`src/sv/msas_pkg.sv`:
```
package msas_pkg;

   localparam int ACC_BITS   = 28;
   localparam int COUNT_BITS = 16;
   localparam int POT_W      = 2;
   localparam int PTOT_W     = 3;
   localparam int CSR_IDX_W  = 8;
   localparam int CSR_DATA_W = 16;
   localparam int CNT_W      = 32;
   localparam int DIV_STEPS  = ACC_BITS;
   localparam int DIV_CNT_W  = $clog2(DIV_STEPS);

   localparam logic [CNT_W-1:0]      SAMPLES_PER_WORD = CNT_W'(3);
   localparam logic [PTOT_W-1:0]     POT_TOTAL_RESET  = PTOT_W'(1);
   localparam logic [COUNT_BITS-1:0] SETTLE_RESET     = COUNT_BITS'(33);
   localparam logic [COUNT_BITS-1:0] AVERAGE_RESET    = COUNT_BITS'(1);

   typedef enum logic [CSR_IDX_W-1:0] {
      CSR_SCAN_ENABLE = 8'd0,
      CSR_POT_TOTAL   = 8'd1,
      CSR_SETTLE      = 8'd2,
      CSR_AVERAGE     = 8'd3
   } csr_idx_type;

   typedef enum logic [1:0] {
      ST_IDLE,
      ST_DIV,
      ST_PUBLISH
   } state_type;

   typedef struct packed {
      logic step;
      logic cfg_write;
      logic div_step;
      logic publish;
   } cmd_type;

   typedef struct packed {
      logic avg_done;
   } status_type;

endpackage

```
`src/sv/muxed_pot_settle_average_scanner_unit.sv`:
```
// An accepted word is registered into the datapath state; if it completes an average,
// the 28-step restoring divider (one quotient bit a cycle) runs before publishing.
// One word at a time: req_stall stays high until the result word is published, and
// the output register holds the result while rsp_stall is high.
// Reset (synchronous, active high) restores register defaults, pot 0 settling, counters zero.
module muxed_pot_settle_average_scanner_unit #(
   parameter int MAX_POTS    = 4,
   parameter int SAMPLE_BITS = 12
) (
   input  logic                            clock,
   input  logic                            reset,
   input  logic                            req_valid,
   output logic                            req_stall,
   input  logic [SAMPLE_BITS-1:0]          req_pot_raw,
   input  logic [SAMPLE_BITS-1:0]          req_in1_raw,
   input  logic [SAMPLE_BITS-1:0]          req_in2_raw,
   output logic                            rsp_valid,
   input  logic                            rsp_stall,
   output logic [SAMPLE_BITS-1:0]          rsp_in1_value,
   output logic [SAMPLE_BITS-1:0]          rsp_in2_value,
   output logic [msas_pkg::POT_W-1:0]      rsp_mux_select,
   output logic                            rsp_pot_valid,
   output logic [msas_pkg::POT_W-1:0]      rsp_pot_index,
   output logic [SAMPLE_BITS-1:0]          rsp_pot_average,
   output logic [msas_pkg::CNT_W-1:0]      rsp_sample_count,
   output logic [msas_pkg::CNT_W-1:0]      rsp_switch_count,
   output logic [msas_pkg::CNT_W-1:0]      rsp_discard_count,
   input  logic                            csr_valid,
   output logic                            csr_ready,
   input  logic [msas_pkg::CSR_IDX_W-1:0]  csr_index,
   input  logic [msas_pkg::CSR_DATA_W-1:0] csr_data
);
   import msas_pkg::*;

   cmd_type    cmd;
   status_type status;

   msas_ctrl u_ctrl (
      .clock     (clock),
      .reset     (reset),
      .req_valid (req_valid),
      .req_stall (req_stall),
      .rsp_valid (rsp_valid),
      .rsp_stall (rsp_stall),
      .csr_valid (csr_valid),
      .csr_ready (csr_ready),
      .status    (status),
      .cmd       (cmd)
   );

   msas_datapath #(
      .MAX_POTS    (MAX_POTS),
      .SAMPLE_BITS (SAMPLE_BITS)
   ) u_datapath (
      .clock         (clock),
      .reset         (reset),
      .cmd           (cmd),
      .status        (status),
      .csr_index     (csr_index),
      .csr_data      (csr_data),
      .pot_raw       (req_pot_raw),
      .in1_raw       (req_in1_raw),
      .in2_raw       (req_in2_raw),
      .in1_value     (rsp_in1_value),
      .in2_value     (rsp_in2_value),
      .mux_select    (rsp_mux_select),
      .pot_valid     (rsp_pot_valid),
      .pot_index     (rsp_pot_index),
      .pot_average   (rsp_pot_average),
      .sample_count  (rsp_sample_count),
      .switch_count  (rsp_switch_count),
      .discard_count (rsp_discard_count)
   );

endmodule

```
`src/sv/msas_ctrl.sv`:
```
module msas_ctrl (
   input  logic                 clock,
   input  logic                 reset,
   input  logic                 req_valid,
   output logic                 req_stall,
   output logic                 rsp_valid,
   input  logic                 rsp_stall,
   input  logic                 csr_valid,
   output logic                 csr_ready,
   input  msas_pkg::status_type status,
   output msas_pkg::cmd_type    cmd
);
   import msas_pkg::*;

   state_type             state_ff, state_in;
   logic [DIV_CNT_W-1:0]  div_cnt_ff, div_cnt_in;
   logic                  out_valid_ff, out_valid_in;
   logic                  accept;

   assign accept = (state_ff == ST_IDLE) && req_valid;

   always_comb begin
      state_in   = state_ff;
      div_cnt_in = div_cnt_ff;
      case (state_ff)
         ST_IDLE: begin
            div_cnt_in = DIV_CNT_W'(DIV_STEPS - 1);
            if (accept) begin
               state_in = status.avg_done ? ST_DIV : ST_PUBLISH;
            end
         end
         ST_DIV: begin
            div_cnt_in = div_cnt_ff - DIV_CNT_W'(1);
            if (div_cnt_ff == '0) begin
               state_in = ST_PUBLISH;
            end
         end
         ST_PUBLISH: begin
            if (!out_valid_ff || !rsp_stall) begin
               state_in = ST_IDLE;
            end
         end
         default: state_in = ST_IDLE;
      endcase
   end

   always_comb begin
      cmd.step      = accept;
      cmd.cfg_write = csr_valid && csr_ready;
      cmd.div_step  = (state_ff == ST_DIV);
      cmd.publish   = (state_ff == ST_PUBLISH) && (!out_valid_ff || !rsp_stall);
      req_stall     = (state_ff != ST_IDLE);
      csr_ready     = (state_ff == ST_IDLE) && !req_valid;
      rsp_valid     = out_valid_ff;
      out_valid_in  = cmd.publish ? 1'b1 : (out_valid_ff && rsp_stall);
   end

   always_ff @(posedge clock) begin
      if (reset) begin
         state_ff     <= ST_IDLE;
         div_cnt_ff   <= '0;
         out_valid_ff <= 1'b0;
      end else begin
         state_ff     <= state_in;
         div_cnt_ff   <= div_cnt_in;
         out_valid_ff <= out_valid_in;
      end
   end

endmodule

```
`src/sv/msas_datapath.sv`:
```
module msas_datapath #(
   parameter int MAX_POTS    = 4,
   parameter int SAMPLE_BITS = 12
) (
   input  logic                                  clock,
   input  logic                                  reset,
   input  msas_pkg::cmd_type                     cmd,
   output msas_pkg::status_type                  status,
   input  logic [msas_pkg::CSR_IDX_W-1:0]        csr_index,
   input  logic [msas_pkg::CSR_DATA_W-1:0]       csr_data,
   input  logic [SAMPLE_BITS-1:0]                pot_raw,
   input  logic [SAMPLE_BITS-1:0]                in1_raw,
   input  logic [SAMPLE_BITS-1:0]                in2_raw,
   output logic [SAMPLE_BITS-1:0]                in1_value,
   output logic [SAMPLE_BITS-1:0]                in2_value,
   output logic [msas_pkg::POT_W-1:0]            mux_select,
   output logic                                  pot_valid,
   output logic [msas_pkg::POT_W-1:0]            pot_index,
   output logic [SAMPLE_BITS-1:0]                pot_average,
   output logic [msas_pkg::CNT_W-1:0]            sample_count,
   output logic [msas_pkg::CNT_W-1:0]            switch_count,
   output logic [msas_pkg::CNT_W-1:0]            discard_count
);
   import msas_pkg::*;

   logic                   scan_en_ff, scan_en_in;
   logic [PTOT_W-1:0]      pot_total_ff, pot_total_in;
   logic [COUNT_BITS-1:0]  settle_cfg_ff, settle_cfg_in;
   logic [COUNT_BITS-1:0]  avg_cfg_ff, avg_cfg_in;

   logic [POT_W-1:0]       cur_pot_ff, cur_pot_in;
   logic                   phase_ff, phase_in;
   logic [COUNT_BITS-1:0]  settle_left_ff, settle_left_in;
   logic [COUNT_BITS-1:0]  avg_left_ff, avg_left_in;
   logic [ACC_BITS-1:0]    acc_ff, acc_in;
   logic [SAMPLE_BITS-1:0] in1_ff, in1_in;
   logic [SAMPLE_BITS-1:0] in2_ff, in2_in;
   logic [CNT_W-1:0]       samples_ff, samples_in;
   logic [CNT_W-1:0]       switches_ff, switches_in;
   logic [CNT_W-1:0]       discards_ff, discards_in;
   logic                   done_ff, done_in;
   logic [POT_W-1:0]       done_idx_ff, done_idx_in;
   logic [ACC_BITS-1:0]    quo_ff, quo_in;
   logic [COUNT_BITS-1:0]  rem_ff, rem_in;

   logic [SAMPLE_BITS-1:0] o_in1_ff, o_in2_ff, o_avg_ff;
   logic [POT_W-1:0]       o_mux_ff, o_idx_ff;
   logic                   o_valid_ff;
   logic [CNT_W-1:0]       o_samples_ff, o_switches_ff, o_discards_ff;

   logic [PTOT_W-1:0]      eff_pots;
   logic [COUNT_BITS-1:0]  eff_avg;
   logic                   restart;
   logic [COUNT_BITS-1:0]  settle_dec, avg_dec;
   logic [ACC_BITS-1:0]    acc_sum;
   logic [PTOT_W-1:0]      pot_inc;
   logic [COUNT_BITS:0]    rem_sh, rem_diff;

   always_comb begin
      if (pot_total_ff == '0) begin
         eff_pots = PTOT_W'(1);
      end else if (pot_total_ff > PTOT_W'(MAX_POTS)) begin
         eff_pots = PTOT_W'(MAX_POTS);
      end else begin
         eff_pots = pot_total_ff;
      end
      eff_avg    = (avg_cfg_ff == '0) ? COUNT_BITS'(1) : avg_cfg_ff;
      settle_dec = (settle_left_ff != '0) ? settle_left_ff - COUNT_BITS'(1) : settle_left_ff;
      avg_dec    = (avg_left_ff != '0) ? avg_left_ff - COUNT_BITS'(1) : avg_left_ff;
      acc_sum    = acc_ff + ACC_BITS'(pot_raw);
      pot_inc    = {1'b0, cur_pot_ff} + PTOT_W'(1);
      rem_sh     = {rem_ff, quo_ff[ACC_BITS-1]};
      rem_diff   = rem_sh - {1'b0, eff_avg};
      status.avg_done = scan_en_ff && phase_ff && (avg_dec == '0);
   end

   always_comb begin
      scan_en_in     = scan_en_ff;
      pot_total_in   = pot_total_ff;
      settle_cfg_in  = settle_cfg_ff;
      avg_cfg_in     = avg_cfg_ff;
      cur_pot_in     = cur_pot_ff;
      phase_in       = phase_ff;
      settle_left_in = settle_left_ff;
      avg_left_in    = avg_left_ff;
      acc_in         = acc_ff;
      in1_in         = in1_ff;
      in2_in         = in2_ff;
      samples_in     = samples_ff;
      switches_in    = switches_ff;
      discards_in    = discards_ff;
      done_in        = done_ff;
      done_idx_in    = done_idx_ff;
      quo_in         = quo_ff;
      rem_in         = rem_ff;
      restart        = 1'b0;

      if (cmd.cfg_write) begin
         case (csr_index)
            CSR_SCAN_ENABLE: begin
               scan_en_in = csr_data[0];
               restart    = 1'b1;
            end
            CSR_POT_TOTAL: begin
               pot_total_in = csr_data[PTOT_W-1:0];
               restart      = 1'b1;
            end
            CSR_SETTLE: begin
               settle_cfg_in = csr_data[COUNT_BITS-1:0];
               restart       = 1'b1;
            end
            CSR_AVERAGE: begin
               avg_cfg_in = csr_data[COUNT_BITS-1:0];
               restart    = 1'b1;
            end
            default: restart = 1'b0;
         endcase
         if (restart) begin
            cur_pot_in     = '0;
            phase_in       = 1'b0;
            settle_left_in = settle_cfg_in;
            avg_left_in    = '0;
            acc_in         = '0;
         end
      end else if (cmd.step) begin
         in1_in     = in1_raw;
         in2_in     = in2_raw;
         samples_in = samples_ff + SAMPLES_PER_WORD;
         done_in    = 1'b0;
         if (scan_en_ff) begin
            if (!phase_ff) begin
               discards_in    = discards_ff + CNT_W'(1);
               settle_left_in = settle_dec;
               if (settle_dec == '0) begin
                  phase_in    = 1'b1;
                  avg_left_in = eff_avg;
                  acc_in      = '0;
               end
            end else begin
               acc_in      = acc_sum;
               avg_left_in = avg_dec;
               if (avg_dec == '0) begin
                  done_in        = 1'b1;
                  done_idx_in    = cur_pot_ff;
                  quo_in         = acc_sum;
                  rem_in         = '0;
                  cur_pot_in     = (pot_inc >= eff_pots) ? '0 : pot_inc[POT_W-1:0];
                  switches_in    = switches_ff + CNT_W'(1);
                  phase_in       = 1'b0;
                  settle_left_in = settle_cfg_ff;
               end
            end
         end
      end

      if (cmd.div_step) begin
         if (!rem_diff[COUNT_BITS]) begin
            rem_in = rem_diff[COUNT_BITS-1:0];
            quo_in = {quo_ff[ACC_BITS-2:0], 1'b1};
         end else begin
            rem_in = rem_sh[COUNT_BITS-1:0];
            quo_in = {quo_ff[ACC_BITS-2:0], 1'b0};
         end
      end
   end

   always_ff @(posedge clock) begin
      if (reset) begin
         scan_en_ff     <= 1'b0;
         pot_total_ff   <= POT_TOTAL_RESET;
         settle_cfg_ff  <= SETTLE_RESET;
         avg_cfg_ff     <= AVERAGE_RESET;
         cur_pot_ff     <= '0;
         phase_ff       <= 1'b0;
         settle_left_ff <= SETTLE_RESET;
         avg_left_ff    <= '0;
         acc_ff         <= '0;
         in1_ff         <= '0;
         in2_ff         <= '0;
         samples_ff     <= '0;
         switches_ff    <= '0;
         discards_ff    <= '0;
         done_ff        <= 1'b0;
      end else begin
         scan_en_ff     <= scan_en_in;
         pot_total_ff   <= pot_total_in;
         settle_cfg_ff  <= settle_cfg_in;
         avg_cfg_ff     <= avg_cfg_in;
         cur_pot_ff     <= cur_pot_in;
         phase_ff       <= phase_in;
         settle_left_ff <= settle_left_in;
         avg_left_ff    <= avg_left_in;
         acc_ff         <= acc_in;
         in1_ff         <= in1_in;
         in2_ff         <= in2_in;
         samples_ff     <= samples_in;
         switches_ff    <= switches_in;
         discards_ff    <= discards_in;
         done_ff        <= done_in;
      end
   end

   always_ff @(posedge clock) begin
      done_idx_ff <= done_idx_in;
      quo_ff      <= quo_in;
      rem_ff      <= rem_in;
   end

   // output word register
   always_ff @(posedge clock) begin
      if (cmd.publish) begin
         o_in1_ff      <= in1_ff;
         o_in2_ff      <= in2_ff;
         o_mux_ff      <= cur_pot_ff;
         o_valid_ff    <= done_ff;
         o_idx_ff      <= done_ff ? done_idx_ff : '0;
         o_avg_ff      <= done_ff ? quo_ff[SAMPLE_BITS-1:0] : '0;
         o_samples_ff  <= samples_ff;
         o_switches_ff <= switches_ff;
         o_discards_ff <= discards_ff;
      end
   end

   assign in1_value     = o_in1_ff;
   assign in2_value     = o_in2_ff;
   assign mux_select    = o_mux_ff;
   assign pot_valid     = o_valid_ff;
   assign pot_index     = o_idx_ff;
   assign pot_average   = o_avg_ff;
   assign sample_count  = o_samples_ff;
   assign switch_count  = o_switches_ff;
   assign discard_count = o_discards_ff;

endmodule

```
`config.mk`:
```
export PLATFORM = sky130hd
export DESIGN_NAME = muxed_pot_settle_average_scanner_unit
export DESIGN_NICKNAME = d
export VERILOG_FILES = /design/src/sv/msas_pkg.sv /design/src/sv/muxed_pot_settle_average_scanner_unit.sv /design/src/sv/msas_ctrl.sv /design/src/sv/msas_datapath.sv
export SDC_FILE = /design/constraint.sdc
export NUM_CORES = 1
export LEC_CHECK = 0
export BUFFER_PORTS_ARGS = -buffer_cell sky130_fd_sc_hd__buf_2
export CORE_MARGIN = 5
export CORE_UTILIZATION = 45
export CTS_CLUSTER_SIZE = 30
export DETAILED_ROUTE_END_ITERATION = 8
export GPL_ROUTABILITY_DRIVEN = 1
export PLACE_DENSITY = 0.62
export SYNTH_ARGS = -nofsm -noshare
export SYNTH_HDL_FRONTEND = slang
export SYNTH_SLANG_ARGS = --single-unit
```
`constraint.sdc`:
```
create_clock -name clock -period 10.6 [get_ports clock]
set_clock_uncertainty 0.05 [all_clocks]
set_input_delay 0.53 -clock clock [delete_from_list [all_inputs] [get_ports clock]]
set_output_delay 0.53 -clock clock [all_outputs]
set_load 0.02 [all_outputs]
```
==> out/results.md <==
## Detailed routing
* 6 — detailed-routing iteration count for the pre-antenna-repair pass
* 0 — count of nets left with antenna violations after detail routing
* 0 — residual DRC count
* 17.7 um — detailed-route wire length per cell
* 46800 um — Routed Wire Length
* 1246 — initial drt markers
* 14800 — number of vias after detailed routing
* 5.57 — vias per cell

## Layout
* 15.7% — synthesis-to-finish area growth
* 2190 — final layout net count
* 3717 — number of fill cells
* 0.159 — share of layout cells above drive strength 1
* 10100 sq um — sequential cell area
* 8130 sq um — area used by multi-input combinational logic
* 21700 sq um — post-layout instance area
* 0 — antenna cell count

## Worst setup path
* 1 — Crit path buffers/inverters
* u_datapath.quo_ff[25]$_DFFE_PP_ — endpoint of the lowest-slack register-to-register path
* flip-flop — kind of start point of the critical path
* 4990 ps — worst path arrival time
* nand2_2 — slowest stage cell on the critical path
* 1100 ps — largest incremental delay on the critical path
* 44 — worst-path fanout max
* inv_1 > ha_1 > nor3b_1 > and3_1 > a32oi_1 > nor4_4 > nand3_2 > nand2_2 — critical path, cell by cell
* flip-flop to flip-flop — Setup Crit Path Kind
* flip-flop — type of destination of the critical path
* 10720 ps — Critical Path RT
* u_datapath.avg_left_ff[0]$_SDFFE_PP0P_ — Critical Path Source
* 5730 ps — register-to-register setup slack
* 8 — depth of the most critical reg-to-reg path
* u_datapath.avg_left_ff[0]$_SDFFE_PP0P_ — reg-to-reg startpoint
* 8 — stages on the worst setup path
* u_datapath.quo_ff[25]$_DFFE_PP_ — Worst Setup EP
* simple AND/OR/NAND/NOR gates — cell family contributing the most delay on the critical path

## Clock network
* 2 — deepest level of the CTS H-tree
* 3 — buffers from clock root to sink, at most
* 570 ps — source-to-sink clock delay at the later pin of the worst-skew pair
* yes — clock tree from TritonCTS
* 411 — Clock Sinks
* 60 ps — clock slew at reported path FFs
* 45 — CTS Buf Count
* 0 — buffer count from post-CTS setup fixing
* 0 — CTS Hold Bufs
* 0 — Resized Gates After CTS
* clkbuf_16 — cell at the root of the clock tree

## Yosys
* 0 — fraction of synthesis flops using an asynchronous set or reset pin
* dfxtp_1 — Most used DFF post-synth
* 411 — register bit count reported by yosys
* edfxtp_1, dfxtp_1, nand2_1 — cells taking the most area after synthesis
* edfxtp_1 — cell type with the highest aggregate area in the netlist
* 183 — number of flops mapped to enable cells by yosys
* 0.292 — fraction of post-synthesis cell area in the top cell type by area
* 0 — number of warnings reported in the yosys synthesis log
* 1907 — Cells after Synth
* 18800 sq um — netlist area before placement
* 9.86 sq um — Mean Syn Cell Area
* 87 — post-synthesis cell type count
* 0.535 — register area share after synthesis
* 2014 — nets in the synthesized netlist

## Min path
* input pin to flip-flop — worst hold path type

## Placement
* 5760 ps — pre-CTS setup slack
* 204 — # port buffers
* 20300 sq um — placed cell area
* 0.944 — Routability Congestion
* 32500 um — estimated wirelength of the detail-placed design

## STA
* 0.196 — tightest slew margin relative to the limit
* 1200 ps — slew at the pin closest to its max-slew limit
* 160 ps — worst-case hold slack
* 0 — count of endpoints failing hold in the final timing report
* 0 — Final setup violation count
* 0.459 — fin crit share
* 5730 ps — fin worst setup slack
* no — setup repair after global routing missed its margin
* 0 — final max-slew violation count
* 0 ps — summed negative setup slack over all endpoints
* 0.205 GHz — achievable clock frequency
* 4870 ps — time the final worst path needs with I/O delays and setup

## Global routing
* 0.197 — combined global-route utilization of all metal layers
* 14200 — vias in the first global route
* 0 — initial antenna violation count
* 76100 um — wire length of the first global-routing pass
* 0 — aggregate global routing overflow
* 91 — pin count of the biggest net entering global routing

## Die
* 205 — number of top-level pins
* 41100 sq um — area inside the core boundary
* 214 um — Chip Width
* 46000 sq um — overall die area
* 0.457 — initial core utilization
* 214 um — die extent in y
* 74 — row cnt

## Pwr
* 0.223 — switching portion of total power
* 0.00265 W — internal power contribution
* 0.048 — combinational cell fraction of total power
* 0.453 — clock power share
* 0.000760 W — Sw Pwr
* 0.499 — Sequential Power Share
* 8.08 nW — leakage power figure
* 157 nW/um^2 — PwrDens
* 112 uV — peak supply drop

## Flow run
* 0 — number of max-cap violations

## Run status
* completed — status

==> power groups by stage <==
stage	registers, W	clock network (W)	logic, W
final	0.00170	0.00155	0.000164
after floorplan	0.00177	0	0.0000656
after CTS	0.00170	0.00160	0.000167
after global placement	0.00174	0	0.000165
after detailed placement	0.00174	0	0.000166
after global routing	0.00171	0.00166	0.000178
==> metrics by stage <==
stage,power [W],utilization,std cells
after detailed placement,0.00190,0.493,2568
after floorplan,0.00184,-,1907
final,0.00341,0.529,2651
after global placement,0.00190,0.493,2568
after CTS,0.00347,0.529,2651
after global routing,0.00354,0.529,2651
==> registers in the layout (all words and copies together), names as in the netlist, 28 cells and up <==
signal                    count
u_datapath.quo_ff            28
u_datapath.switches_ff       32
u_datapath.discards_ff       32
u_datapath.sample_count      32
u_datapath.acc_ff            28
u_datapath.samples_ff        32
u_datapath.switch_count      32
u_datapath.discard_count     32
==> logic make-up (layout without fill, tap and decap cells) <==
group                    count (synthesis)  in the layout  share of synthesized area
AO/OA/AOI/OAI                          364            364                      0.123
XOR/XNOR                               101            101                     0.0471
adder cells (fa/ha/maj)                 42             42                     0.0288
buffers and inverters                  158            370                     0.0346
flip-flops                             411            411                      0.535
multiplexers                            56             56                     0.0308
AND/OR/NAND/NOR                        775            775                      0.201
==> cell usage in the layout (no fill, tap or decap), types with 57 or more instances in the layout <==
master    synthesis  final
a21oi_1         149    148
buf_2             7    203
dfxtp_1         228    228
nand3_1          65     65
nor2_1          203    203
xnor2_1          57     57
inv_1            65     65
nand2_1         245    244
edfxtp_1        183    183
o21ai_0          62     62
==> routing by layer <==
| metal | vias to the layer above | share of wire | GRT usage |
|---|---|---|---|
| met4 | 0 | 0.020 | 0.0526 |
| met1 | 7009 | 0.46 | 0.275 |
| li1 | 7224 | - | - |
| met3 | 67 | 0.059 | 0.0325 |
| met2 | 461 | 0.46 | 0.322 |
| met5 | - | 0 | 0 |
==> worst reg2reg max path, delay by kind of cell (launching register included) <==
kind | cells | cell delay [ps]
and+or+nand+nor | 5 | 3560
DFF | 1 | 360
adders and majority gates | 1 | 240
AOI/OAI and AO/OA | 1 | 160
buffers and inverters | 1 | 100
==> how the worst min path moves through the flow <==
stage                                                start                                    to  slack (ps)  cells past startpoint
finish                                      req_in1_raw[8]     u_datapath.in1_ff[8]$_SDFFE_PP0P_         160                      3
global route                                req_in1_raw[8]     u_datapath.in1_ff[8]$_SDFFE_PP0P_         150                      3
global placement         u_datapath.in2_ff[8]$_SDFFE_PP0P_     u_datapath.in2_value[8]$_DFFE_PP_         360                      0
floorplan           u_datapath.switches_ff[2]$_SDFFE_PP0P_  u_datapath.switch_count[2]$_DFFE_PP_         360                      0
detailed placement       u_datapath.in2_ff[3]$_SDFFE_PP0P_     u_datapath.in2_value[3]$_DFFE_PP_         360                      0
CTS                                         req_in2_raw[7]     u_datapath.in2_ff[7]$_SDFFE_PP0P_         120                      3
==> cells in the mapped netlist, drive strengths merged, types with 9 or more instances <==
| master | instances |
|---|---|
| o31ai | 16 |
| or3 | 33 |
| ha | 40 |
| nand2b | 14 |
| a211oi | 15 |
| nand2 | 245 |
| edfxtp | 183 |
| and3 | 23 |
| buf | 20 |
| nor3 | 32 |
| clkbuf | 72 |
| or2 | 10 |
| or4 | 24 |
| xnor2 | 57 |
| nor4 | 24 |
| mux2i | 45 |
| nor2 | 204 |
| inv | 65 |
| and2 | 21 |
| o211ai | 12 |
| o21ai | 64 |
| mux2 | 11 |
| nand4 | 37 |
| a21oi | 150 |
| nor2b | 13 |
| xor2 | 44 |
| a31oi | 20 |
| nand3 | 67 |
| a21o | 9 |
| dfxtp | 228 |
==> layout make-up <==
cell class | count | area share
flip-flops and latches | 411 | 0.463
repair buffers | 221 | 0.0531
clock inverters | 18 | 0.00909
well taps | 532 | 0.0306
inverters | 66 | 0.0114
clock buffers | 65 | 0.0590
multi-input cells | 1338 | 0.374
(Power assumes the default switching activity.)
